File: src/rtl/core/sebfc_pkg.sv
// shared types and character constants for the stx/etx bcc frame checker
package sebfc_pkg;

  localparam int unsigned CHAR_W = 7;
  localparam int unsigned PAD_W  = 4;

  localparam logic [CHAR_W-1:0] CH_STX  = 7'h02;
  localparam logic [CHAR_W-1:0] CH_ETX  = 7'h03;
  localparam logic [CHAR_W-1:0] CH_NAK  = 7'd21;
  localparam logic [CHAR_W-1:0] CH_AT   = 7'h40;
  localparam logic [CHAR_W-1:0] CH_STAR = 7'h2A;
  localparam logic [CHAR_W-1:0] CH_DOT  = 7'h2E;

  localparam logic [PAD_W-1:0] PAD_SHORT = 4'd3;
  localparam logic [PAD_W-1:0] PAD_LONG  = 4'd9;

  typedef enum logic [1:0] {
    PH_HUNT = 2'd0,
    PH_BODY = 2'd1,
    PH_BCC  = 2'd2,
    PH_PAD  = 2'd3
  } phase_t;

  typedef enum logic [2:0] {
    EV_NONE     = 3'd0,
    EV_BODY     = 3'd1,
    EV_GOOD     = 3'd2,
    EV_MISMATCH = 3'd3,
    EV_NOETX    = 3'd4,
    EV_NAK      = 3'd5
  } event_kind_t;

  typedef struct packed {
    logic [CHAR_W-1:0] body_char;
    event_kind_t       event_kind;
  } result_t;

endpackage

File: src/rtl/core/sebfc_fsm.sv
// frame state machine: phase, running sum, received bcc and trailing etx count
module sebfc_fsm (
  input  logic                         clk,
  input  logic                         rst_n,
  input  logic                         step_en,
  input  logic [sebfc_pkg::CHAR_W-1:0] rx_char,
  output sebfc_pkg::result_t           result
);

  sebfc_pkg::phase_t             phase_r, phase_nxt;
  logic [sebfc_pkg::CHAR_W-1:0]  sum_r, sum_nxt;
  logic [sebfc_pkg::CHAR_W-1:0]  check_r, check_nxt;
  logic [sebfc_pkg::PAD_W-1:0]   pad_r, pad_nxt;

  logic is_etx;
  logic long_pad;
  logic pad_done;

  assign is_etx   = (rx_char == sebfc_pkg::CH_ETX);
  assign long_pad = (rx_char == sebfc_pkg::CH_STAR) || (rx_char == sebfc_pkg::CH_DOT);
  // an unreachable zero count is taken as the last owed etx
  assign pad_done = (pad_r <= sebfc_pkg::PAD_W'(1));

  always_ff @(posedge clk) begin
    if (!rst_n) begin
      phase_r <= sebfc_pkg::PH_HUNT;
      sum_r   <= '0;
      check_r <= '0;
      pad_r   <= '0;
    end else if (step_en) begin
      phase_r <= phase_nxt;
      sum_r   <= sum_nxt;
      check_r <= check_nxt;
      pad_r   <= pad_nxt;
    end
  end

  // next state
  always_comb begin
    phase_nxt = phase_r;
    sum_nxt   = sum_r;
    check_nxt = check_r;
    pad_nxt   = pad_r;
    unique case (phase_r)
      sebfc_pkg::PH_HUNT: begin
        if (rx_char == sebfc_pkg::CH_STX) begin
          sum_nxt   = '0;
          phase_nxt = sebfc_pkg::PH_BODY;
        end
      end
      sebfc_pkg::PH_BODY: begin
        sum_nxt = sum_r + rx_char;
        if (is_etx) begin
          phase_nxt = sebfc_pkg::PH_BCC;
        end
      end
      sebfc_pkg::PH_BCC: begin
        check_nxt = rx_char;
        if (rx_char == sebfc_pkg::CH_AT) begin
          pad_nxt   = sebfc_pkg::PAD_SHORT;
          phase_nxt = sebfc_pkg::PH_PAD;
        end else if (long_pad) begin
          pad_nxt   = sebfc_pkg::PAD_LONG;
          phase_nxt = sebfc_pkg::PH_PAD;
        end else begin
          phase_nxt = sebfc_pkg::PH_HUNT;
          pad_nxt   = '0;
        end
      end
      sebfc_pkg::PH_PAD: begin
        if (!is_etx || pad_done) begin
          phase_nxt = sebfc_pkg::PH_HUNT;
          pad_nxt   = '0;
        end else begin
          pad_nxt = pad_r - sebfc_pkg::PAD_W'(1);
        end
      end
      default: begin
        phase_nxt = sebfc_pkg::PH_HUNT;
      end
    endcase
  end

  // result for the current character
  always_comb begin
    result.event_kind = sebfc_pkg::EV_NONE;
    result.body_char  = '0;
    unique case (phase_r)
      sebfc_pkg::PH_HUNT: begin
        if (rx_char == sebfc_pkg::CH_NAK) begin
          result.event_kind = sebfc_pkg::EV_NAK;
        end
      end
      sebfc_pkg::PH_BODY: begin
        if (!is_etx) begin
          result.event_kind = sebfc_pkg::EV_BODY;
          result.body_char  = rx_char;
        end
      end
      sebfc_pkg::PH_BCC: begin
        // the bcc itself is judged at once when no trailing etx is owed
        if ((rx_char != sebfc_pkg::CH_AT) && !long_pad) begin
          result.event_kind = (rx_char == sebfc_pkg::CHAR_W'(sum_r)) ?
                              sebfc_pkg::EV_GOOD : sebfc_pkg::EV_MISMATCH;
        end
      end
      sebfc_pkg::PH_PAD: begin
        if (!is_etx) begin
          result.event_kind = sebfc_pkg::EV_NOETX;
        end else if (pad_done) begin
          result.event_kind = (check_r == sum_r) ?
                              sebfc_pkg::EV_GOOD : sebfc_pkg::EV_MISMATCH;
        end
      end
      default: begin
        result.event_kind = sebfc_pkg::EV_NONE;
      end
    endcase
  end

endmodule

File: config.mk
export PLATFORM = sky130hd
export DESIGN_NAME = sebfc_fsm
export DESIGN_NICKNAME = d
export VERILOG_FILES = /design/src/rtl/core/sebfc_pkg.sv /design/src/rtl/core/sebfc_fsm.sv
export SDC_FILE = /design/constraint.sdc
export NUM_CORES = 1
export LEC_CHECK = 0
export BUFFER_PORTS_ARGS = -buffer_cell sky130_fd_sc_hd__clkbuf_2
export CAP_MARGIN = 20
export CORE_ASPECT_RATIO = 0.5
export CORE_UTILIZATION = 50
export CTS_BUF_LIST = sky130_fd_sc_hd__clkbuf_8
export DETAILED_ROUTE_END_ITERATION = 16
export PLACE_DENSITY = 0.78
export SKIP_CTS_REPAIR_TIMING = 1
export SYNTH_ARGS = -nofsm -noshare
export SYNTH_HDL_FRONTEND = slang
export SYNTH_SLANG_ARGS = --single-unit
File: constraint.sdc
create_clock -name clk -period 1.8 [get_ports clk]
set_input_delay 0.27 -clock clk [delete_from_list [all_inputs] [get_ports clk]]
set_output_delay 0.27 -clock clk [all_outputs]
set_load 0.02 [all_outputs]
==> flow_summary.toml <==
[outcome]
status = "finished with violations"
violations = "negative setup slack"

[worst_setup_path]
start_kind = "flop"
cp-end-kind = "output pin"
crit_type = "reg -> out"
worstPathCellList = "buf_4 -> ha_4 -> nor2_1 -> a31oi_2 -> a21oi_2 -> o21ai_2 -> buf_6"
slowest_delay_ns = 0.37
cp_slowest_cell = "dfxtp_1"
cp_max_fo = 4
crit_arrival_ns = 1.78
worstPathRequired_ns = 1.53

[power]
ir_drop_mv = 0.324
power_uw = 950
p_leak_uw = 0.000923
power_per_cell_area_nw_per_um2 = 443

[logic_synthesis]
syn-cell-area_um2 = 1490
synth_nets = 200
synthTopCellsByArea = "dfxtp_1 27%, ha_1 6.7%, nor2b_1 5.5%"
yosys_register_bits = 20
seq_area_frac_synth = 0.269
synth_cell_type_count = 50
synth_common_cells = "20 x dfxtp_1, 13 x nor2b_1, 11 x a21oi_1, 9 x inv_1, 9 x o21ai_0"
syn_avg_cell_area_um2 = 8.23
synth_cells = 181
yosys_warnings = 0
yosysMostFrequentCell = "dfxtp_1"
netlist.area_leader.share = 0.269
synth_top_area_cell = "dfxtp_1"
synth_edf_count = 0
ys.flop_type = "dfxtp_1"
ys_async_sr_fraction = 0

[detailed_routing]
via_count = 1627
wl_per_cell_um = 18.7
dr.pass1.iters = 5
avgViaCountPerCell = 6.00
ant_nets = 0
drt-total-wl_um = 5080
route.detailed.drc = 0
drt-initial-drc-count = 126

[placement]
place_congestion = 0.907
dpl.hpwl_um = 3350
dp_slack_ns = -0.214
portBuffers = 19

[layout]
drive_above_1_share = 0.457
antennaDiodeCount = 0
fill_cells = 160
multiInputGateArea_um2 = 1190
nets = 254
register_area_um2 = 410
fin_util = 0.790
area_growth_pct = 44.0

[hold_path]
hp-class = "in -> reg"

[grt]
grt_pass1_vias = 1411
antenna_found_initial = 0
gr-total-overflow = 0
grt_max_degree = 25
grtUsageTotal = 0.303
grt_pass1_wl_um = 6840

[clocking]
cts_sinks = 20
worstSkewPairLatency_ns = 0.27
ctsHtreeMaxLevel = 1
clk_path_buf_depth = 2
clkTransAtPathRegs_ns = 0.08
tritoncts = "yes"
cts_inserted_buffers = 3
cts_root_buffer = "clkbuf_8"

[timing]
finClkSkew_ns = 0.00617
drv_slew = 0
finalWorstPathRequiredPeriod_ns = 2.05
finalHoldViolations = 0
period_share = 1.14
max_freq_ghz = 0.487
setup_ws_ns = -0.254
max-slew-margin-rel = 0.652
setup_viol = 4
setup_tns_ns = -0.558
worstMarginPinSlew_ns = 0.522
rsz0062_at_grt = "yes"

[floorplanning]
initial_core_util = 0.549
die_h_um = 40.6
rows = 13
dieWidth_um = 79.2
dieArea_um2 = 3220
coreArea_um2 = 2720
io_pins = 20

[run]
cap_violations = 0
sequential cells by signal, indices dropped and copies added, names as in the netlist:
register / flops
check_r: 7
pad_r: 4
phase_r: 2
sum_r: 7
cell families (layout without fill, tap and decap cells):
| kind of cell | count (synthesis) | after routing | share of synthesized area |
|---|---|---|---|
| AOI/OAI and AO/OA | 49 | 49 | 0.224 |
| xor gates and xnor gates | 10 | 10 | 0.0588 |
| adders and majority gates | 9 | 9 | 0.0806 |
| buffers and inverters | 18 | 71 | 0.0462 |
| DFF | 20 | 20 | 0.269 |
| muxes | 7 | 7 | 0.0470 |
| and+or+nand+nor | 68 | 68 | 0.275 |
critical path, delay by kind of cell, from the launching register on:
family                     cells  cell delay, ns
AOI/OAI and AO/OA              3            0.50
adders and majority gates      1            0.28
buffers and inverters          2            0.30
DFF                            1            0.37
and+or+nand+nor                1            0.06
placed cells by master (no fill, tap or decap), types with 6 or more instances in the layout:
master and count:
a21oi_1 9, xnor2_1 6, nor2b_1 13, nand2_1 8, o21ai_0 6, inv_1 6
buf_4 40, dfxtp_1 14, mux2i_1 7, nor2_1 7, clkbuf_2 15
metal layers:
metal | vias to the layer above | global-route usage | share of wire
met5 | - | 0 | 0
met4 | 0 | 0.114 | 0.019
met3 | 16 | 0.0591 | 0.059
met2 | 77 | 0.545 | 0.48
met1 | 776 | 0.375 | 0.45
li1 | 758 | - | -
metrics by stage:
stage	hold slack, ns	instances	area [um2]
after floorplan	0.422	181	1530
after global placement	0.474	265	1910
after detailed placement	0.505	265	1910
after CTS	0.386	269	1970
after global routing	0.398	271	2150
final	0.393	271	2150
report_power, final:
part           switching (uW)  internal (uW)  leakage [uW]
Sequential              0.636            441      0.000164
Clock                     171            196     0.0000288
Combinational            79.3           62.1      0.000730
Total                     251            699      0.000923
worst paths after layout:
| path | startpoint | end | slack (ns) | cells after the start |
|---|---|---|---|---|
| worst max-delay path | sum_r[1] | result[0] | -0.25 | 7 |
| worst min-delay path | rx_char[3] | check_r[3] | 0.39 | 3 |
| worst max register to register | sum_r[0] | sum_r[6] | -0.07 | 8 |
| worst min register to register | pad_r[3] | pad_r[3] | 0.53 | 2 |
final cells by class:
cell class | count | area share
repair buffers | 58 | 0.189
clock buffers | 4 | 0.0257
inverters | 9 | 0.0169
well taps | 37 | 0.0216
flip-flops and latches | 20 | 0.191
multi-input cells | 143 | 0.556
Note: power is estimated with default switching activity, not from simulation.
